==> config.mk <==
export PLATFORM = sky130hd
export DESIGN_NAME = ctdi_ram
export DESIGN_NICKNAME = d
export VERILOG_FILES = /design/src/design/ctdi_ram.sv
export SDC_FILE = /design/constraint.sdc
export NUM_CORES = 1
export LEC_CHECK = 0
export ABC_AREA = 1
export BUFFER_PORTS_ARGS = -buffer_cell sky130_fd_sc_hd__buf_2
export CAP_MARGIN = 20
export CORE_MARGIN = 3
export CORE_UTILIZATION = 35
export DETAILED_ROUTE_END_ITERATION = 8
export GPL_TIMING_DRIVEN = 0
export PLACE_DENSITY = 0.56
export RECOVER_POWER = 100
export SYNTH_ARGS = -nofsm -noshare
export SYNTH_HDL_FRONTEND = slang
export SYNTH_SLANG_ARGS = --single-unit
export TNS_END_PERCENT = 50
==> constraint.sdc <==
create_clock -name clk_i -period 1.34 [get_ports clk_i]
set_input_delay 0.268 -clock clk_i [delete_from_list [all_inputs] [get_ports clk_i]]
set_output_delay 0.268 -clock clk_i [all_outputs]
set_load 0.02 [all_outputs]
==> src/design/ctdi_ram.sv <==
// ----------------------------------------------------------------------------
// ctdi_ram
// generic single write port ram, one read port with registered data
// ----------------------------------------------------------------------------
module ctdi_ram #(
  parameter int unsigned WIDTH = 8,
  parameter int unsigned DEPTH = 16,
  localparam int unsigned AW   = (DEPTH > 1) ? $clog2(DEPTH) : 1
) (
  input  logic             clk_i,
  input  logic             we_i,
  input  logic [AW-1:0]    waddr_i,
  input  logic [WIDTH-1:0] wdata_i,
  input  logic [AW-1:0]    raddr_i,
  output logic [WIDTH-1:0] rdata_o
);

  logic [WIDTH-1:0] mem_q [DEPTH];
  logic [WIDTH-1:0] rdata_q;

  // read returns the old contents when the same entry is written
  always_ff @(posedge clk_i) begin
    if (we_i) begin
      mem_q[waddr_i] <= wdata_i;
    end
    rdata_q <= mem_q[raddr_i];
  end

  assign rdata_o = rdata_q;

endmodule

Word-level counts from Yosys, hierarchy flattened
Memories as Yosys holds them, arrays and structs flattened. A register that Yosys moved wholly into a read port is not among the register bits.
Index checks and enable logic that the tools add are counted.
- multiplexer cells: 2
- operator list (operator ; number):
    1-bit two-way mux ; 2
- memories kept: 1
- flip-flop bits (word level): 0
- logic and storage cells: 3
- bits of input ports: 18
- output and inout bits: 8
- bits in writable memories: 128
- memories (name ; depth ; width ; rd ports ; clocked after Yosys merged registers in ; write ports ; line ; source):
    mem_q ; 16 ; 8 ; 1 ; 1 ; 1 ; 18 ; logic [WIDTH-1:0] mem_q [DEPTH];

Logic depth before layout (Yosys ltp)
- word-level depth: 2
- depth in mapped cells: 8
- depth with buffers taken out: 7

Worst setup path after synthesis
Ideal clock, no wire load.
- kind: input to register
- from: in waddr_i[2]
- to: mem mem_q[10][0] (enable)
- stages: 2
- arrival: 849 ps
- slack: 121 ps
- library setup time: 370 ps
- buffers on the path: 0
- data required time: 970 ps
- cell sequence: nand3b_1 > nor2_1
- RTL lines (what ; line ; source):
    from (decl) ; 12 ; input logic [AW-1:0] waddr_i,
    to (decl) ; 18 ;
No word-level cell before the write port.

Worst setup path after layout
- from: in waddr_i[3]
- to: mem mem_q[4][5] (enable)
No word-level cell before the write port.

==> results.toml <==
[run_status]
outcome = "finished with violations"
failed_checks = "negative setup slack"

[timing]
fin_crit_ns = 1.40
relSlewSlack_pct = 34.1
setup_viol = 16
rsz0062_at_grt = "yes"
final_hold_viol_count = 0
whs_ns = 0.303
finalMaxSlewViolations = 0
fin_crit_sh_pct = 104
fin_setup_tns_ns = -0.548
fmax_mhz = 716
fin_ws_ns = -0.0561
tightest_slew_ns = 0.989
skew_ns = 0.00521

[synthesis]
yosys_register_bits = 136
syn_area_per_cell_um2 = 10.5
syn_nets = 569
synthCells = 551
yosys_warnings = 0
seq_area_frac_synth_pct = 69.4
synth.distinct_cells = 12
synth_area_um2 = 5770

[worst_setup_path]
crit_chain = "buf_2 -> nand3b_1 -> nor2_1"
crit_path_end_kind = "flip-flop"
cp_slowest_cell = "nor2_1"
path_class = "in -> reg"
cp-start-kind = "input port"
crit_required_ns = 1.38
worstPathArrival_ns = 1.43
cp_top_family = "simple AND/OR/NAND/NOR gates"
reg2reg_slack_ns = 0.31
cp_max_fo = 8
critPathMaxStageDelay_ns = 0.73
cp_num_buf_inv = 1

[global_routing]
use_met1_pct = 21.4
first_global_vias = 3764
grt_overflow = 0
grt_max_degree = 17
grt_pass1_wl_um = 21700
grt_use_total_pct = 16.4
use_met2_pct = 26.5
antenna_found_initial = 0
top_usage_layer = "met2"
grtUsageMet3_pct = 3.94

[layout]
multiInputGateArea_um2 = 1220
seq_area_um2 = 4000
area_delta_synth_final_pct = 17.0
fin_nets = 610
final_area_um2 = 6750
drive_gt1_share_pct = 9.27
diodes = 0
nFillCells = 1573

[route]
route.detailed.drc = 0
ant_nets = 0
drt_iter0_markers = 360
dr.pass1.iters = 5
wire_per_inst_um = 17.2
avgViaCountPerCell = 4.70
vias = 3857
drt_wl_total_um = 14100

[clock_network]
htreeDepth = 4
cts.clk_slew.worst_paths_ns = 0.05
numCtsBuffers = 17
cts_setup_buffers = 0
clk_path_buf_depth = 2
hold_buffers = 0
root_buffer = "clkbuf_16"
cts_tree = "built"
postCtsResizedCells = 2
cts.sinks = 136
clk_latency_ns = 0.41

[job]
cap_viol_max_count = 0

[floorplan]
fp-row-count = 46
die_w_um = 134
floorplan.initialDensity_pct = 36.0
die_h_um = 134
ioPinCount = 26
coreArea_um2 = 16000
dieArea_um2 = 18100

[place]
dpl.hpwl_um = 9470
place_congestion = 0.900
placed_cell_area_um2 = 6150
port_buffers = 22

[pwr]
p_leak_nw = 2.86
ir_drop_mv = 0.885
power_density_nw_per_um2 = 1520
finalPower_w = 0.0103

[hold_path]
holdCritPathClass = "in -> reg"
-- placed cells by master (no fill, tap or decap), types with 2 or more instances in the layout --
master	count
clkinv_1	5
dfxtp_1	8
edfxtp_1	128
buf_6	6
buf_2	14
nor2_1	13
clkbuf_1	20
bufinv_16	5
nand2_1	173
nand3b_1	2
buf_4	4
nor2_2	4
inv_1	101
clkbuf_2	3
clkbuf_16	17
nand3_1	97
-- area by class of cell --
class	instances	area share (%)
Tap cell	216	4.00
Clock buffer	19	6.41
Clock inverter	12	2.69
Sequential cell	136	59.3
Buffer	24	2.47
Inverter	102	5.67
Multi-Input combinational cell	289	18.1
Timing Repair Buffer	22	1.30
-- cells by family (layout without fill, tap and decap cells) --
logic type	Yosys count	count (layout)	synth area share [%]
buffers and inverters	126	179	9.52
flip-flops	136	136	69.4
AND/OR/NAND/NOR	289	289	21.0
-- per-layer routing --
layer	vias up	wire [µm]	share of wire [%]
met5	-	0	0
met2	139	6750	48
met3	20	830	5.9
met1	1842	6250	44
li1	1856	-	-
met4	0	276	2.0
-- worst min-delay path: stages --
cell and delay [ns]:
buf_1 0.20, nand3_1 0.15, nand2_1 0.05
-- synth_stat cells (all sizes together) --
master  count  area share, %
nand3b      2           0.26
nor2       17            1.1
nand2     173             11
inv       102            6.6
buf        24            2.9
dfxtp       8            2.8
nand3      97            8.4
edfxtp    128             67
-- sequential cells by signal, summed over array words and instances, names as in the netlist --
signal,cells
rdata_o,8
mem_q,128
-- power by group --
| group | leakage (nW) | internal [W] | switching (W) | total (W) |
|---|---|---|---|---|
| Sequential | 1.22 | 0.00476 | 0.0000247 | 0.00479 |
| Clock | 0.294 | 0.00325 | 0.00160 | 0.00485 |
| Combinational | 1.34 | 0.000170 | 0.000473 | 0.000643 |
| Total | 2.86 | 0.00818 | 0.00210 | 0.0103 |
-- worst paths after layout --
check	start	end	depth (start not counted)
max	waddr_i[3]	mem_q[4][5]	3
max reg2reg	mem_q[8][2]	rdata_o[2]	6
min	raddr_i[3]	rdata_o[3]	3
min reg2reg	mem_q[12][5]	rdata_o[5]	6
-- through the flow --
stage	utilization, %	setup slack, ns	instances
global placement	38.4	-0.418	789
global route	42.2	-0.0662	820
CTS	42.3	0.0194	820
finish	42.2	-0.0561	820
detailed placement	38.4	-0.511	789
floorplan	-	0.121	551
No activity file was read; power rests on OpenSTA's default activity.
