$ cat src/design/ctdi_pkg.sv
// ----------------------------------------------------------------------------
// ctdi_pkg
// shared types and constants of the convolutional time deinterleaver
// ----------------------------------------------------------------------------
package ctdi_pkg;

  localparam int unsigned PADDR_W = 4;
  localparam int unsigned PDATA_W = 32;
  localparam int unsigned DEPTH_W = 4;
  localparam int unsigned CPB_W   = 9;

  localparam logic [CPB_W-1:0] CPB_RESET = 9'd256;

  // register indexes, byte address is four times the index
  localparam logic [1:0] REG_INTERLEAVE_ON = 2'd0;
  localparam logic [1:0] REG_DEPTH         = 2'd1;
  localparam logic [1:0] REG_DELAY_UNIT    = 2'd2;

  // output queue entries, covers the two pipeline stages plus two waiting cells
  localparam int unsigned FIFO_DEPTH = 4;

  typedef struct packed {
    logic               interleave_on;
    logic [DEPTH_W-1:0] depth;
    logic [CPB_W-1:0]   delay_unit;
    logic               clear;
  } cfg_t;

endpackage

$ cat src/design/ctdi_cfg.sv
// ----------------------------------------------------------------------------
// ctdi_cfg
// apb register file: interleave enable, depth and delay unit
// ----------------------------------------------------------------------------
module ctdi_cfg
  import ctdi_pkg::*;
(
  input  logic               clk_i,
  input  logic               rst_ni,
  input  logic               psel,
  input  logic               penable,
  input  logic               pwrite,
  input  logic [PADDR_W-1:0] paddr,
  input  logic [PDATA_W-1:0] pwdata,
  output logic [PDATA_W-1:0] prdata,
  output logic               pready,
  output cfg_t               cfg_o
);

  logic               on_q, on_d;
  logic [DEPTH_W-1:0] depth_q, depth_d;
  logic [CPB_W-1:0]   cpb_q, cpb_d;
  logic               wr_en;
  logic               wr_hit;

  assign wr_en = psel && penable && pwrite;

  always_comb begin
    on_d    = on_q;
    depth_d = depth_q;
    cpb_d   = cpb_q;
    wr_hit  = 1'b0;
    if (wr_en) begin
      unique case (paddr[3:2])
        REG_INTERLEAVE_ON: begin
          on_d   = pwdata[0];
          wr_hit = 1'b1;
        end
        REG_DEPTH: begin
          depth_d = pwdata[DEPTH_W-1:0];
          wr_hit  = 1'b1;
        end
        REG_DELAY_UNIT: begin
          cpb_d  = pwdata[CPB_W-1:0];
          wr_hit = 1'b1;
        end
        default: begin
          wr_hit = 1'b0;
        end
      endcase
    end
  end

  always_ff @(posedge clk_i or negedge rst_ni) begin
    if (!rst_ni) begin
      on_q    <= 1'b0;
      depth_q <= '0;
      cpb_q   <= CPB_RESET;
    end else begin
      on_q    <= on_d;
      depth_q <= depth_d;
      cpb_q   <= cpb_d;
    end
  end

  always_comb begin
    unique case (paddr[3:2])
      REG_INTERLEAVE_ON: prdata = PDATA_W'(on_q);
      REG_DEPTH:         prdata = PDATA_W'(depth_q);
      REG_DELAY_UNIT:    prdata = PDATA_W'(cpb_q);
      default:           prdata = '0;
    endcase
  end

  assign pready = 1'b1;

  // clear acts at the same edge that writes the register
  assign cfg_o.interleave_on = on_q;
  assign cfg_o.depth         = depth_q;
  assign cfg_o.delay_unit    = cpb_q;
  assign cfg_o.clear         = wr_hit;

endmodule

$ cat config.mk
export PLATFORM = sky130hd
export DESIGN_NAME = ctdi_cfg
export DESIGN_NICKNAME = d
export VERILOG_FILES = /design/src/design/ctdi_pkg.sv /design/src/design/ctdi_cfg.sv
export SDC_FILE = /design/constraint.sdc
export NUM_CORES = 1
export LEC_CHECK = 0
export BUFFER_PORTS_ARGS = -buffer_cell sky130_fd_sc_hd__buf_2
export CAP_MARGIN = 20
export CORE_MARGIN = 1
export CORE_UTILIZATION = 35
export DETAILED_ROUTE_END_ITERATION = 10
export PLACE_DENSITY = 0.9
export SYNTH_ARGS = -nofsm -noshare
export SYNTH_HDL_FRONTEND = slang
export SYNTH_SLANG_ARGS = --single-unit
$ cat constraint.sdc
create_clock -name clk_i -period 0.9 [get_ports clk_i]
set_clock_uncertainty 0.05 [all_clocks]
set_input_delay 0.045 -clock clk_i [delete_from_list [all_inputs] [get_ports clk_i]]
set_output_delay 0.045 -clock clk_i [all_outputs]
set_load 0.02 [all_outputs]
# After elaboration in Yosys (flattened, before gate mapping)
# Cells that the tools add are included.
word_totals:
  regBits: 14
  output_inout_bits: 48
op_classes:
  n_eq_ne: 2
  mux: 3
  reduce_logical: 7
op_table:
  columns: ["cell", "count"]
  rows:
  - ["9-bit one-hot mux with 3 select lines", 1]
  - ["2-bit AND reduction", 3]
  - ["3-bit OR reduction", 1]
  - ["2-bit by 1-bit == test with 1-bit output (second input constant)", 1]
  - ["2-bit == test (second input constant)", 1]
  - ["1-bit logical AND", 2]
  - ["2-bit zero test", 1]
  - ["1-bit two-way mux", 2]

# Logic depth before layout (Yosys ltp)
depth:
  depth_word: 4
  mapped_depth: 4
  mapped_depth_nobuf: 3

# Worst setup path after synthesis
# No wires, ideal clock.
synth_timing:
  path_type: "register to output"
  start: "register cpb_q[0]"
  end: "output port prdata[0]"
  arrival_time_ns: 1.029
  required_time_ns: 0.805
  path_slack_ns: -0.224
  stages_incl_launch_ff: 3
  path_cell_list: "dfrtp_1 mux2i_1 o21ai_0"
synth_between:
  elab_chain_len: 1
synth_lines:
  columns: ["element", "line", "rtl"]
  rows:
  - ["from (decl)", "ctdi_cfg.sv:22", "logic [CPB_W-1:0] cpb_q, cpb_d;"]
  - ["from (signal assigned)", "ctdi_cfg.sv:62", "cpb_q <= cpb_d;"]
  - ["9-bit one-hot mux with 3 select lines", "ctdi_cfg.sv:67", "unique case (paddr[3:2])"]
  - ["to (decl)", "ctdi_cfg.sv:15", "output logic [PDATA_W-1:0] prdata,"]
# Every way passes these cells.

# Worst setup path in the final report
layout_timing:
  start: "register cpb_q[8]"
  end: "output port prdata[8]"
# The elaborated chain is that of the path after synthesis.

==> qor.txt <==
Number of max-capacitance violations reported - 0
Filler Cells Inserted - 180
Number of global-route vias before repair - 790
Areal power density over the cells - 1890 mW/mm2
Area of the multi-input gates - 452 um2
Post-detailed-routing wire length - 2.27 mm
Clk Tree Root Cell - clkbuf_4
Final hold violations - 0
Initial core utilization - 0.381
Clk pin slew, worst setup/hold paths - 0.09 ns
Global-route total usage across every layer - 0.179
Netlist cell types - 18
Number of cell rows - 17
Element type at the critical path start - register
Number of clock buffers inserted by TritonCTS - 3
Fin nets - 186
Final setup violation count - 34
Achievable frequency - 858 MHz
Clock sink count - 14
Instance count after placement with tap cells included - 143
Deepest clock path buffer count - 2
Cells along the critical path - and2_4 -> buf_6
DRC violation total after the first TritonRoute iteration - 9
Post-route antenna net violation count - 0
Final slew viol count - 0
Tcrit/Tclk final - 1.29
Diodes inserted - 0
Maximum number of pins on one net before global-route repair - 15
Core Footprint - 0.00225 mm2
Routed wire per std cell - 13.2 um
Minimum clock period - 1.16 ns
Die ar. - 0.00266 mm2
Number of vias after detailed routing - 749
Fraction of the yosys area taken by sequential cells - 0.409
Commonest non-fill, non-tap cell in the layout - buf_6
DRC Markers - 0
Crit path max-delay cell type - dfstp_2
Setup slack after layout - -0.265 ns
Buf+Inv Stages, Crit Path - 1
Static leakage power - 0.780 nW
CP Max Fanout - 3
Post-place setup slack - -0.270 ns
Biggest cell delay along the critical path - 0.55 ns
VDD IR-drop max - 1050 uV
Type of element capturing the critical path - primary output
Total power of the final layout - 0.00279 W
Number of iterations in the first detailed-routing pass - 2
Later-pin clock latency in the skew report - 0.27 ns
Initial antenna violation count - 0
Final RePlAce weighted congestion - 0.679
Die boundary width - 51.6 um
Unrepaired setup endpoints after global routing - true
Cell area after synthesis - 860 um2
P&R area growth vs syn - 71.9%
Most frequent cells in the layout - buf_6, conb_1, buf_2
Detailed placer's ending HPWL - 1.47 mm
First-pass GRT wire length - 3.42 mm
DIE HEIGHT - 51.6 um
Register Area - 352 um2
Register bit total from synthesis - 14
Post-synthesis area per instance - 11.5 um2
Number of standard cells in the final layout excluding fillers - 172
Cells after Synth - 75
Arrival @ worst endpoint - 1.07 ns
Gate family responsible for the most delay along the worst path - flip-flops
Port Buf Inserts - 39
Violations in the final reports - negative setup slack
Warning count from the yosys run - 0
TritonCTS clock tree - done
Level count of the clock H-tree - 1
CP Data Required Time - 0.81 ns
Worst min-delay path class - in2async
Remaining global-route overflow - 0
I/O pin count - 89
Type of the setup path with the least slack - reg2out
Fraction of final layout cells with drive strength greater than 1 - 0.604
Run status - finished, violations left
DR vias/cell - 4.35
Hold slack final - 0.147 ns
-- cell type report --
class | count | area share
Clock buffer | 4 | 0.0178
Timing Repair Buffer | 70 | 0.415
Sequential cell | 14 | 0.238
Multi-Input combinational cell | 56 | 0.306
Tap cell | 28 | 0.0237
-- through the flow --
step	setup TNS (ns)	instance area, um2	util
3_3_place_gp	-3.78	1060	0.472
3_5_place_dp	-4.38	1060	0.472
5_1_grt	-5.33	1480	0.655
6_report	-4.32	1480	0.655
2_1_floorplan	-0.743	996	-
4_1_cts	-3.52	1420	0.629
-- worst paths after layout --
check	start	to	slack, ns	cells past startpoint
setup / recovery	cpb_q[8]	prdata[8]	-0.26	2
hold / removal	rst_ni	depth_q[3]	0.15	2
setup reg to reg	cpb_q[0]	cpb_q[0]	-0.14	3
hold reg to reg	cpb_q[1]	cpb_q[1]	0.50	1
max in group asynchronous	rst_ni	cpb_q[8]	0.36	2
min in group clk_i	paddr[3]	depth_q[0]	0.20	3
-- worst register-to-register path, delay by kind of cell, from the launching register on --
family                 cells  cell delay (ns)
flip-flops                 1             0.39
multiplexers               1             0.25
buffers and inverters      2             0.25
-- state kept, by name, indices dropped and copies added, names as in the netlist --
register / cells
cpb_q: 9
depth_q: 4
on_q: 1
-- timing repair --
item	in CTS	in global routing
hold endpoints to repair	28	0
setup endpoints to repair	23	33
hold buffers	10	0
gates resized for setup	49	9
pin swaps	0	3
buffers inserted	10	8
-- Yosys cell counts (all sizes together) --
cell type,instances,area [um2]
buf,27,200
o21ai,1,5.00
nor3b,1,7.51
mux2,14,173
dfstp,1,26.3
or3b,1,11.3
nand3,1,10.0
nor2b,2,12.5
nor3,1,5.00
nand2,1,3.75
a21oi,1,5.00
a22o,3,26.3
mux2i,1,10.0
conb,2,7.51
dfrtp,13,325
and2,5,31.3
-- kinds of logic (layout without fill, tap and decap cells) --
| kind of cell | count (synthesis) | count (layout) | synth area share |
|---|---|---|---|
| buf+inv | 27 | 74 | 0.233 |
| simple gates | 12 | 12 | 0.0946 |
| flops | 14 | 14 | 0.409 |
| compound gates | 5 | 5 | 0.0422 |
| mux | 15 | 15 | 0.213 |
| other cells | 2 | 24 | 0.00874 |
-- routing by layer --
layer / wire length, um / share of wire / global-route usage / vias up
li1: - / - / - / 341
met1: 837 / 0.37 / 0.186 / 367
met2: 1270 / 0.56 / 0.340 / 37
met3: 125 / 0.055 / 0.0468 / 4
met4: 29 / 0.013 / 0.0631 / 0
met5: 0 / 0 / 0 / -
-- report_power, final --
part / total, W / internal [W] / switching, W
Sequential: 0.000916 / 0.000784 / 0.000132
Clock: 0.000376 / 0.000172 / 0.000204
Combinational: 0.00150 / 0.000866 / 0.000635
Total: 0.00279 / 0.00182 / 0.000971
No activity file was read; power rests on OpenSTA's default activity.
