$ cat config.mk
export PLATFORM = sky130hd
export DESIGN_NAME = ctdi_out_fifo
export DESIGN_NICKNAME = d
export VERILOG_FILES = /design/src/design/ctdi_out_fifo.sv
export SDC_FILE = /design/constraint.sdc
export NUM_CORES = 1
export LEC_CHECK = 0
export BUFFER_PORTS_ARGS = -buffer_cell sky130_fd_sc_hd__buf_2
export CORE_MARGIN = 5
export CORE_UTILIZATION = 60
export CTS_BUF_LIST = sky130_fd_sc_hd__clkbuf_4 sky130_fd_sc_hd__clkbuf_8
export CTS_CLUSTER_DIAMETER = 100
export DETAILED_ROUTE_END_ITERATION = 7
export PLACE_DENSITY = 0.79
export SKIP_LAST_GASP = 1
export SLEW_MARGIN = 30
export SYNTH_ARGS = -nofsm -noshare
export SYNTH_HDL_FRONTEND = slang
export SYNTH_SLANG_ARGS = --single-unit
$ cat constraint.sdc
create_clock -name clk_i -period 5.6 [get_ports clk_i]
set_input_delay 1.68 -clock clk_i [delete_from_list [all_inputs] [get_ports clk_i]]
set_output_delay 1.68 -clock clk_i [all_outputs]
set_load 0.1 [all_outputs]
$ cat src/design/ctdi_out_fifo.sv
// ----------------------------------------------------------------------------
// ctdi_out_fifo
// small output queue that decouples the pipeline from the result consumer
// ----------------------------------------------------------------------------
module ctdi_out_fifo #(
  parameter int unsigned WIDTH = 8,
  parameter int unsigned DEPTH = 4,
  localparam int unsigned AW   = $clog2(DEPTH),
  localparam int unsigned CW   = $clog2(DEPTH + 1)
) (
  input  logic             clk_i,
  input  logic             rst_ni,
  input  logic             push_i,
  input  logic [WIDTH-1:0] data_i,
  output logic             valid_o,
  input  logic             ready_i,
  output logic [WIDTH-1:0] data_o,
  output logic [CW-1:0]    count_o
);

  logic [WIDTH-1:0] mem_q [DEPTH];
  logic [AW-1:0]    wr_ptr_q, wr_ptr_d;
  logic [AW-1:0]    rd_ptr_q, rd_ptr_d;
  logic [CW-1:0]    count_q, count_d;
  logic             pop;

  assign valid_o = (count_q != '0);
  assign pop     = valid_o && ready_i;

  always_comb begin
    wr_ptr_d = wr_ptr_q;
    rd_ptr_d = rd_ptr_q;
    if (push_i) begin
      wr_ptr_d = (wr_ptr_q == AW'(DEPTH - 1)) ? '0 : AW'(wr_ptr_q + 1'b1);
    end
    if (pop) begin
      rd_ptr_d = (rd_ptr_q == AW'(DEPTH - 1)) ? '0 : AW'(rd_ptr_q + 1'b1);
    end
    case ({push_i, pop})
      2'b10:   count_d = CW'(count_q + 1'b1);
      2'b01:   count_d = CW'(count_q - 1'b1);
      default: count_d = count_q;
    endcase
  end

  always_ff @(posedge clk_i or negedge rst_ni) begin
    if (!rst_ni) begin
      wr_ptr_q <= '0;
      rd_ptr_q <= '0;
      count_q  <= '0;
    end else begin
      wr_ptr_q <= wr_ptr_d;
      rd_ptr_q <= rd_ptr_d;
      count_q  <= count_d;
    end
  end

  always_ff @(posedge clk_i) begin
    if (push_i) begin
      mem_q[wr_ptr_q] <= data_i;
    end
  end

  assign data_o  = mem_q[rd_ptr_q];
  assign count_o = count_q;

endmodule

Word-level counts from Yosys, hierarchy flattened
Memories as Yosys holds them, arrays and structs flattened.
Cells that the tools add are included.
{"block": "classes", "add_sub_neg": 4, "n_eq_ne": 4, "mux": 5, "n_reduce_logical": 3}
{"operator": "$eq 2x2->1 const B", "count": 3}
{"operator": "$pmux 3 s2", "count": 1}
{"operator": "$add 2x1->2 const B", "count": 2}
{"operator": "$mux 2", "count": 2}
{"operator": "$add 3x1->3 const B", "count": 1}
{"operator": "$reduce_bool 3->1", "count": 1}
{"operator": "$sub 3x1->3 const B", "count": 1}
{"operator": "$eq 2x1->1 const B", "count": 1}
{"operator": "$mux 1", "count": 2}
{"operator": "$reduce_bool 2->1", "count": 1}
{"operator": "$logic_and 1x1->1", "count": 1}
{"block": "word_totals", "ff_bits": 7, "mem_bits_rw": 32, "input_bits": 12, "elab_cells": 20, "n_memories": 1}
{"name": "mem_q", "depth": 4, "width": 8, "rd": 1, "rd_ports_with_merged_regs": 0, "wr": 1, "line": "21", "rtl": "logic [WIDTH-1:0] mem_q [DEPTH];"}

Longest topological paths before layout
{"block": "depth", "word_depth": 4, "depth_mapped": 9, "depth_no_buf": 9}

Worst setup path before layout
No wires, ideal clock.
{"block": "synth_timing", "path_kind": "reg-to-output", "start": "register count_q[0], in the netlist count_o[0]", "end": "output valid_o", "arrival_ns": 1.440, "t_required_ns": 3.920, "setup_slack_ns": 2.480, "stages_incl_launch_ff": 2, "path_buffers": 0, "path_cell_list": "dfrtp_1 or3_4"}
{"block": "synth_between", "elab_chain_len": 1}
{"element": "from (decl)", "line": "24", "rtl": "logic [CW-1:0] count_q, count_d;"}
{"element": "from (signal assigned)", "line": "54", "rtl": "count_q <= count_d;"}
{"element": "$reduce_bool 3->1", "line": "27", "rtl": "assign valid_o = (count_q != '0);"}
{"element": "to (decl)", "line": "15", "rtl": "output logic valid_o,"}
Every way passes these cells.

Final worst setup path
{"block": "layout_timing", "start": "register rd_ptr_q[0]", "end": "output data_o[0]"}
{"block": "layout_between", "elab_chain_len": 1}
{"element": "from (decl)", "line": "23", "rtl": "logic [AW-1:0] rd_ptr_q, rd_ptr_d;"}
{"element": "from (signal assigned)", "line": "53", "rtl": "rd_ptr_q <= rd_ptr_d;"}
{"element": "$mem_v2 4x8"}
{"element": "to (decl)", "line": "17", "rtl": "output logic [WIDTH-1:0] data_o,"}
Every way passes these cells.

==> metrics.log <==
[metrics] worst min-delay path class: flop to flop
[metrics] largest net degree at the start of global routing: 12
[metrics] most common library cell in the layout ignoring fill and taps: edfxtp_1
[metrics] required time of the worst setup path: 3.92 ns
[metrics] status: finished clean
[metrics] part of the Yosys area used for sequential elements: 71.55%
[metrics] Post-CTS Repair Setup Buffers: 0
[metrics] H-tree depth: 2
[metrics] row count: 18
[metrics] Synthesis Warnings: 0
[metrics] nets: 128
[metrics] final setup violation count: 0
[metrics] worst hold path startpoint: count_o[2]$_DFFE_PN0P_
[metrics] maximum net fanout on the critical path: 11
[metrics] antenna violations before repair: 0
[metrics] worst-margin pin slew: 0.6075 ns
[metrics] total congestion overflow: 0
[metrics] via count: 769
[metrics] count of state elements after synthesis: 39
[metrics] Total Routing Usage GR: 16.21%
[metrics] Longest Clk Path Bufs: 2
[metrics] capturing element type of the critical path: output port
[metrics] number of fill cells: 168
[metrics] count of antenna-violating nets left after detailed routing: 0
[metrics] Avg WL per Cell: 17.68 um
[metrics] met2 global-route usage: 29.00%
[metrics] clock transition at the register clock pins on the worst setup and hold paths after CTS: 0.10 ns
[metrics] wire length of the first global-routing pass: 3995 um
[metrics] peak clock frequency supported by timing: 0.2736 GHz
[metrics] clock latency reported for the late side of the worst-skew pair: 0.33 ns
[metrics] DR pass1 iterations: 3
[metrics] Post-CTS Hold Buffers: 0
[metrics] final worst-path cycle share: 65.26%
[metrics] Most Used Layer, Global Route: met2
[metrics] unrepaired setup endpoints after global routing: no
[metrics] number of placed I/O pins: 24
[metrics] final clock skew: 0.004601 ns
[metrics] crit path time final: 3.655 ns
[metrics] vias in the first global route: 845
[metrics] grt met1 use: 17.00%
[metrics] Residual DRC: 0
[metrics] cts repair resizes: 0
[metrics] final slew viol count: 0
[metrics] Worst EP arrival: 1.97 ns
[metrics] proportion of netlist area held by the largest area contributor: 60.52%
[metrics] max incr delay on CP: 0.74 ns
[metrics] final sum of negative setup slack: 0 ns
[metrics] fraction of final layout cells sized beyond drive strength 1: 38.18%
[metrics] sequence of cells on the critical path: mux4_2, buf_2
[metrics] CTS tree: done
[metrics] Die Footprint: 3775 sq um
[metrics] Synth Net Count: 100
[metrics] global-route met3 utilization: 6.499%
[metrics] Crit-path slowest cell: dfrtp_1
[metrics] wirelength, routed: 2475 um
[metrics] number of buffers added by the clock tree synthesis step: 5
[metrics] diode count: 0
[metrics] CTS Root Cell: clkbuf_4
[metrics] post-synth cell types: 19
[metrics] startpoint of the most critical register-to-register path: count_o[0]$_DFFE_PN0P_
[metrics] headroom to the max-slew limit: 59.50%
[metrics] critical setup path kind: flop to output port
[metrics] most frequent cells in the layout: 32 x edfxtp_1, 23 x buf_2, 8 x mux4_2, 7 x inv_1, 7 x dfrtp_1
[metrics] critical path launch point type: flop
[metrics] Worst setup startpoint: rd_ptr_q[0]$_DFFE_PN0P_
[metrics] via count normalized by instance count: 5.493
[metrics] height of the die: 61.44 um
[metrics] P&R area growth vs syn: 13.00%
[metrics] GPL Wtd Cong: 0.6738
[metrics] x dimension of the die: 61.44 um
[metrics] average size of a mapped cell: 19.60 sq um
[metrics] mapped cell area: 1588 sq um
[metrics] Initial Utilization: 63.51%
[metrics] starting DRC count in detailed routing: 17
[metrics] HPWL reported at the end of detailed placement: 1819 um
[metrics] dominant cells by area after synthesis: edfxtp_1 61%, mux4_2 11%, dfrtp_1 11%
[metrics] cells after synthesis: 81
[metrics] clock tree sinks: 39
[metrics] area of the core region: 2500 sq um
[metrics] Synth area leader: edfxtp_1
[metrics] count of buffers from port buffering: 23
[metrics] Hold Fails Final Rpt: 0
[metrics] total of max-cap violations: 0
-- routing by layer --
metal,vias up,share of wire (%)
li1,359,-
met5,-,0
met3,6,6.1
met2,17,54
met4,0,2.0
met1,387,37
-- final timing paths --
kind | endpoint | slack, ns | cells past startpoint
worst max-delay path | data_o[0] | 1.95 | 2
worst min-delay path | count_o[2]$_DFFE_PN0P_ | 0.55 | 1
worst max register to register | count_o[2]$_DFFE_PN0P_ | 3.63 | 9
worst min register to register | count_o[2]$_DFFE_PN0P_ | 0.55 | 1
max in group asynchronous | rd_ptr_q[1]$_DFFE_PN0P_ | 4.30 | 1
min in group asynchronous | count_o[2]$_DFFE_PN0P_ | 1.15 | 1
-- stage by stage --
step / util (%) / instances / hold WS [ns] / setup slack, ns / instance area, sq um
3_5_place_dp: 69.27 / 132 / 0.5427 / 2.287 / 1732
4_1_cts: 71.77 / 140 / 0.5644 / 1.903 / 1794
3_3_place_gp: 69.27 / 132 / 0.4771 / 2.307 / 1732
5_1_grt: 71.77 / 140 / 0.5865 / 1.802 / 1794
6_report: 71.77 / 140 / 0.5476 / 1.945 / 1794
2_1_floorplan: - / 81 / 0.5649 / 2.480 / 1588
-- cells in the mapped netlist, drive strengths merged --
library cell / number
dfrtp: 7
mux2i: 1
mux4: 8
and2: 4
xor2: 2
fa: 1
buf: 1
o21ai: 2
mux2: 2
nand2: 2
nor2: 2
ha: 6
xnor2: 1
clkbuf: 1
edfxtp: 32
or3: 2
inv: 7
-- worst max-delay path, delay by kind of cell, from the launching register on --
family | cells | cell delay (ns)
flops | 1 | 0.74
buf+inv | 1 | 0.31
mux | 1 | 0.59
-- registers in the layout, summed over array words and instances, names as in the netlist --
name      cells
rd_ptr_q      2
mem_q        32
wr_ptr_q      2
count_o       3
-- cells by family (layout without fill, tap and decap cells) --
| group | Yosys count | after routing | share of synthesized area [%] |
|---|---|---|---|
| XOR/XNOR | 3 | 3 | 1.655 |
| flip-flops | 39 | 39 | 71.55 |
| AND/OR/NAND/NOR | 10 | 10 | 4.098 |
| multiplexers | 11 | 11 | 13.87 |
| buffers and inverters | 9 | 38 | 2.206 |
| AO/OA/AOI/OAI | 2 | 2 | 0.6304 |
| adder cells (fa/ha/maj) | 7 | 7 | 5.989 |
-- layout make-up --
class | count | area, sq um | share of cell area [%]
flip-flops and latches | 39 | 1136 | 63.32
clock inverters | 1 | 3.754 | 0.2092
clock buffers | 7 | 58.81 | 3.278
repair buffers | 23 | 115.1 | 6.416
multi-input cells | 33 | 416.7 | 23.22
inverters | 7 | 26.28 | 1.464
well taps | 30 | 37.54 | 2.092
Power is left out: the tool's default activity adds up to more than one toggle a clock period on the data nets, which glitch-free logic cannot reach.
