`src/design/ctdi_pkg.sv`:
```
// ----------------------------------------------------------------------------
// ctdi_pkg
// shared types and constants of the convolutional time deinterleaver
// ----------------------------------------------------------------------------
package ctdi_pkg;

  localparam int unsigned PADDR_W = 4;
  localparam int unsigned PDATA_W = 32;
  localparam int unsigned DEPTH_W = 4;
  localparam int unsigned CPB_W   = 9;

  localparam logic [CPB_W-1:0] CPB_RESET = 9'd256;

  // register indexes, byte address is four times the index
  localparam logic [1:0] REG_INTERLEAVE_ON = 2'd0;
  localparam logic [1:0] REG_DEPTH         = 2'd1;
  localparam logic [1:0] REG_DELAY_UNIT    = 2'd2;

  // output queue entries, covers the two pipeline stages plus two waiting cells
  localparam int unsigned FIFO_DEPTH = 4;

  typedef struct packed {
    logic               interleave_on;
    logic [DEPTH_W-1:0] depth;
    logic [CPB_W-1:0]   delay_unit;
    logic               clear;
  } cfg_t;

endpackage

```
`src/design/ctdi_row_seq.sv`:
```
// ----------------------------------------------------------------------------
// ctdi_row_seq
// row counter with running base address and row length of the delay store
// ----------------------------------------------------------------------------
module ctdi_row_seq
  import ctdi_pkg::*;
#(
  parameter int unsigned MAX_DEPTH           = 15,
  parameter int unsigned MAX_CELLS_PER_BLOCK = 256,
  parameter int unsigned ROW_W               = 4,
  parameter int unsigned LEN_W               = 16
) (
  input  logic             clk_i,
  input  logic             rst_ni,
  input  cfg_t             cfg_i,
  input  logic             advance_i,
  input  logic             last_i,
  output logic             active_o,
  output logic [ROW_W-1:0] row_o,
  output logic [LEN_W-1:0] base_o,
  output logic [LEN_W-1:0] len_o
);

  logic [DEPTH_W-1:0]       d_sat;
  logic [CPB_W-1:0]         cpb_sat;
  logic [DEPTH_W+CPB_W-1:0] len0_full;
  logic [LEN_W-1:0]         len0;
  logic [LEN_W-1:0]         len;
  logic                     row_wrap;

  logic [ROW_W-1:0] row_q, row_d;
  logic [LEN_W-1:0] base_q, base_d;
  logic [LEN_W-1:0] sub_q, sub_d;

  assign d_sat   = (32'(cfg_i.depth) > MAX_DEPTH) ? DEPTH_W'(MAX_DEPTH) : cfg_i.depth;
  assign cpb_sat = (32'(cfg_i.delay_unit) > MAX_CELLS_PER_BLOCK) ?
                   CPB_W'(MAX_CELLS_PER_BLOCK) : cfg_i.delay_unit;

  // row r is (depth - r) units long, sub tracks r units
  assign len0_full = d_sat * cpb_sat;
  assign len0      = LEN_W'(len0_full);
  assign len       = len0 - sub_q;
  assign active_o  = cfg_i.interleave_on && (d_sat != '0);
  assign row_wrap  = last_i || (32'(row_q) == 32'(d_sat));

  always_comb begin
    row_d  = row_q;
    base_d = base_q;
    sub_d  = sub_q;
    if (cfg_i.clear || (advance_i && (!active_o || row_wrap))) begin
      row_d  = '0;
      base_d = '0;
      sub_d  = '0;
    end else if (advance_i) begin
      row_d  = ROW_W'(row_q + 1'b1);
      base_d = base_q + len;
      sub_d  = sub_q + LEN_W'(cpb_sat);
    end
  end

  always_ff @(posedge clk_i or negedge rst_ni) begin
    if (!rst_ni) begin
      row_q  <= '0;
      base_q <= '0;
      sub_q  <= '0;
    end else begin
      row_q  <= row_d;
      base_q <= base_d;
      sub_q  <= sub_d;
    end
  end

  assign row_o  = row_q;
  assign base_o = base_q;
  assign len_o  = len;

endmodule

```
`config.mk`:
```
export PLATFORM = sky130hd
export DESIGN_NAME = ctdi_row_seq
export DESIGN_NICKNAME = d
export VERILOG_FILES = /design/src/design/ctdi_pkg.sv /design/src/design/ctdi_row_seq.sv
export SDC_FILE = /design/constraint.sdc
export NUM_CORES = 1
export LEC_CHECK = 0
export BUFFER_PORTS_ARGS = -buffer_cell sky130_fd_sc_hd__buf_4
export CORE_MARGIN = 2
export CORE_UTILIZATION = 25
export DETAILED_ROUTE_END_ITERATION = 12
export PLACE_DENSITY_LB_ADDON = 0.12
export SLEW_MARGIN = 10
export SYNTH_ARGS = -nofsm -noshare
export SYNTH_HDL_FRONTEND = slang
export SYNTH_SLANG_ARGS = --single-unit
```
`constraint.sdc`:
```
create_clock -name clk_i -period 16.45 [get_ports clk_i]
set_clock_uncertainty 0.1 [all_clocks]
set_input_delay 2.4675 -clock clk_i [delete_from_list [all_inputs] [get_ports clk_i]]
set_output_delay 2.4675 -clock clk_i [all_outputs]
set_load 0.05 [all_outputs]
```
# Yosys cells after proc, flatten, opt, wreduce, memory -nomap -nowiden
# Index checks and enable logic that the tools add are counted.
dict set report totals {
  register_bits 36
  input_bits 19
  out_inout_bits 37
  elab_cells 25
}
dict set report op_classes {
  addsub 4
  mul 1
  order_cmp 1
  n_eq_ne 1
  n_mux 7
  n_reduce_logical 8
}
# operator count
set op_table {}
lappend op_table {{$mux 16} 4}
lappend op_table {{$add 16x16->16} 1}
lappend op_table {{$add 16x9->16} 1}
lappend op_table {{$sub 13x16->16} 1}
lappend op_table {{$mul 4x9->13} 1}
lappend op_table {{$gt 9x9->1 const B} 1}
lappend op_table {{$mux 9} 1}
lappend op_table {{$mux 4} 2}
lappend op_table {{$add 4x1->4 const B} 1}
lappend op_table {{$eq 4x4->1} 1}
lappend op_table {{$reduce_bool 4->1} 1}
lappend op_table {{$logic_or 1x1->1} 3}
lappend op_table {{$logic_and 1x1->1} 2}
lappend op_table {{$reduce_bool 2->1} 1}
lappend op_table {{$logic_not 1->1} 1}

# Longest topological paths before layout
dict set report logic_depth {
  word_depth 7
  depth_mapped 25
  mapped_depth_nobuf 24
}

# Worst setup path before layout
# No wires, ideal clock.
dict set report synth_timing {
  path_type {input to output}
  startpoint {input cfg_i[9] (netlist bit)}
  endpoint {output len_o[15]}
  arrival_ps 6844
  required_ps 13882
  setup_slack_ps 7039
  stages 15
  n_path_buf 1
  path_cell_list {clkbuf_1 -> nor2b_1 -> and2_1 -> fa_1 -> fa_1 -> inv_1 -> fa_1 -> inv_1 -> ha_1 -> o21a_1 -> o31a_1 -> or2b_1 -> and3_1 -> or2_2 -> xnor2_1}
}
dict set report synth_via {
  elab_chain_len 4
}
# element line
set synth_rtl {}
lappend synth_rtl {{from (decl)} ctdi_row_seq.sv:15} ;# input cfg_t cfg_i,
lappend synth_rtl {{$gt 9x9->1} ctdi_row_seq.sv:36} ;# assign cpb_sat = (32'(cfg_i.delay_unit) > MAX_CELLS_PER_BLOCK) ?
lappend synth_rtl {{$mux 9 (*)} ctdi_row_seq.sv:36}
lappend synth_rtl {{$mul 4x9->13 (*)} ctdi_row_seq.sv:40} ;# assign len0_full = d_sat * cpb_sat;
lappend synth_rtl {{$sub 13x16->16 (*)} ctdi_row_seq.sv:42} ;# assign len = len0 - sub_q;
lappend synth_rtl {{to (decl)} ctdi_row_seq.sv:21} ;# output logic [LEN_W-1:0] len_o
# Mark *: on every way between the ends. The rest lies on a longest branch, timed or not.

# Worst setup path after layout
dict set report layout_timing {
  startpoint {input cfg_i[9] (netlist bit)}
  endpoint {output len_o[14]}
}
# The elaborated chain is that of the path after synthesis.

==> run_results.csv <==
group,metric,value,unit
timing,tightest_slew,0.888,ns
timing,tns,0,ns
cts,cts_setup_buffers,0,
worst_setup_path,arrival,6.73,ns
cts,root_buffer,"clkbuf_16",
cells_and_area,final_cells,765,
timing,period_minus_slack,9.29,ns
cells_and_area,diodes,0,
cts,htree_num_levels,2,
cts,cts_resized,0,
timing,slew_viol_final,0,
floorplan,start_util,25.7,%
synth,synth_fp_nets,592,
timing,fin_crit_sh,56.5,%
detailed_routing,wl,11300,um
synth,yosysWarnings,0,
synth,synth_edf_count,0,
detailed_routing,avgRoutedWirePerCell,14.8,um
grt,grt_first_pass_wirelength,18400,um
grt,track_usage,12.8,%
placement,io_buffer_count,55,
placement,numPlacedInstances,757,
worst_setup_path,endpoint_kind,"output port",
synth,syn_inst,494,
floorplan,core,0.0166,mm^2
timing,relSlewSlack,40.6,%
floorplan,dieArea,0.0181,mm^2
grt,antenna_found_initial,0,
floorplan,fp.dieH,134,um
power,ir_drop,54.4,uV
status,outcome,"finished clean",
detailed_routing,routed_via_density,4.66,
synth,synthMostInstantiatedCell,"inv_1",
run,maxCapViolations,0,
cts,clockBufferDepth,2,
timing,hold_viol_final,0,
floorplan,num_rows,47,
synth,synth_area_leaders,"dfrtp_1 21%, ha_1 16%, fa_1 12%, inv_1 5.5%, o21ai_0 4.1%",
synth,yosys.area.top_type,"dfrtp_1",
synth,synth_common_cells,"62 x inv_1, 53 x ha_1, 39 x nand2_1",
worst_setup_path,startpoint_type,"primary input",
detailed_routing,drt_iter0_drc,156,
synth,netlist_area,0.00426,mm^2
worst_setup_path,required,13.88,ns
cts,numClockSinks,36,
hold_path,hold_class,"flip-flop to flip-flop",
synth,yosysUniqueCellTypes,64,
cts,cts_buffers,5,
worst_setup_path,worst-path-max-fanout,13,
detailed_routing,drtAntennaViolNets,0,
cts,cts_tree,"yes",
floorplan,die_w,134,um
detailed_routing,drc,0,
cells_and_area,drive_above_1_share,14.1,%
timing,rsz0062_at_grt,"no",
detailed_routing,dr_total_vias,3566,
synth,ys_seq_area_share,21.2,%
synth,syn_area_per_cell,8.61,um^2
detailed_routing,drtPass1Iterations,4,
grt,grt.overflow.total,0,
power,powerDensity,113,mW/mm^2
synth,synth.ff_latch_count,36,
worst_setup_path,critPathKind,"primary input to output port",
timing,final-setup-viol-count,0,
timing,fmax,0.108,GHz
cells_and_area,finalNetCount,642,
synth,synth_ff_type,"dfrtp_1",
cts,cts.hold.buffers_added,0,
cts,clock_latency,0.29,ns
cells_and_area,nFillCells,1785,
synth,synth_top_area_share,21.2,%
grt,grt_max_degree,37,
placement,dpl.hpwl,8890,um
cts,path_clk_slew,0.06,ns
power,power_leakage,2.46,nW
floorplan,pin_count,56,
placement,gp_congestion,0.759,
cells_and_area,syn_to_final_growth,19.0,%
synth,synthArstFlopShare,100,%
grt,grt_pass1_vias,3548,
-- kinds of logic (layout without fill, tap and decap cells) --
kind of cell | after synthesis | in the layout | synth area share (%)
simple gates | 142 | 142 | 17.1
compound gates | 126 | 126 | 19.4
fa+ha+maj | 79 | 79 | 27.8
buf+inv | 75 | 126 | 6.88
flops | 36 | 36 | 21.2
xor+xnor | 32 | 32 | 6.59
mux | 4 | 4 | 1.00
-- cell usage in the layout (no fill, tap or decap), types with 6 or more instances in the layout --
cell	n
o22ai_1	8
or3_1	6
buf_4	56
dfrtp_1	36
a21oi_1	28
nor2b_1	12
xor2_1	18
o31ai_1	6
nand2_1	39
nor2_1	29
and3_1	6
fa_1	26
and2_1	25
xnor2_1	14
o21ai_0	35
ha_1	53
inv_1	62
a21o_1	7
o21a_1	8
-- area by class of cell --
| type | count | area (um^2) | area share, % |
|---|---|---|---|
| multi-input combinational | 383 | 3070 | 60.6 |
| sequential | 36 | 901 | 17.8 |
| timing repair buffer | 56 | 420 | 8.30 |
| tap | 220 | 275 | 5.44 |
| inverter | 62 | 233 | 4.60 |
| clock buffer | 5 | 125 | 2.47 |
| clock inverter | 3 | 42.5 | 0.840 |
-- stage by stage --
stage | hold slack [ns] | setup WS (ns) | instance area [um^2] | util (%) | power (W)
floorplan | 0.410 | 7.04 | 4260 | - | 0.000366
global placement | 0.401 | 7.13 | 4900 | 29.5 | 0.000457
detailed placement | 0.415 | 7.13 | 4900 | 29.5 | 0.000458
CTS | 0.427 | 7.12 | 5060 | 30.5 | 0.000579
global route | 0.459 | 6.84 | 5060 | 30.5 | 0.000613
finish | 0.419 | 7.16 | 5060 | 30.5 | 0.000570
-- power by group --
group / internal [W] / switching (W)
Clock: 0.0000714 / 0.0000439
Sequential: 0.0000917 / 0.00000305
Combinational: 0.000127 / 0.000233
Total: 0.000290 / 0.000280
-- metal layers --
layer | track usage [%] | wire length (um)
met2 | 20.0 | 5210
met4 | 2.98 | 108
met3 | 2.36 | 355
met1 | 18.3 | 5630
met5 | 0 | 0
-- sequential cells by signal, indices dropped and copies added, names as in the netlist --
register  cells
row_o         4
sub_q        16
base_o       16
-- final timing paths --
| check | start | endpoint | slack [ns] | cells after the start |
|---|---|---|---|---|
| setup / recovery | cfg_i[9] | len_o[14] | 7.16 | 16 |
| hold / removal | base_o[2] | base_o[2] | 0.42 | 2 |
| setup reg to reg | sub_q[3] | base_o[15] | 10.82 | 20 |
| hold reg to reg | base_o[2] | base_o[2] | 0.42 | 2 |
| max in group asynchronous | rst_ni | sub_q[6] | 13.82 | 1 |
| min in group asynchronous | rst_ni | base_o[5] | 2.06 | 1 |
-- critical path, stage by stage --
cell and delay, ns:
buf_4 0.17, nor2b_1 0.39, and2_1 0.21, fa_1 0.43
fa_1 0.55, inv_1 0.06, fa_1 0.52, inv_1 0.04
ha_1 0.33, inv_1 0.07, o21ai_0 0.22, a21oi_1 0.15
o211a_1 0.27, o31ai_1 0.29, xor2_1 0.30, buf_4 0.26
Power figures use the tool's default switching activity.
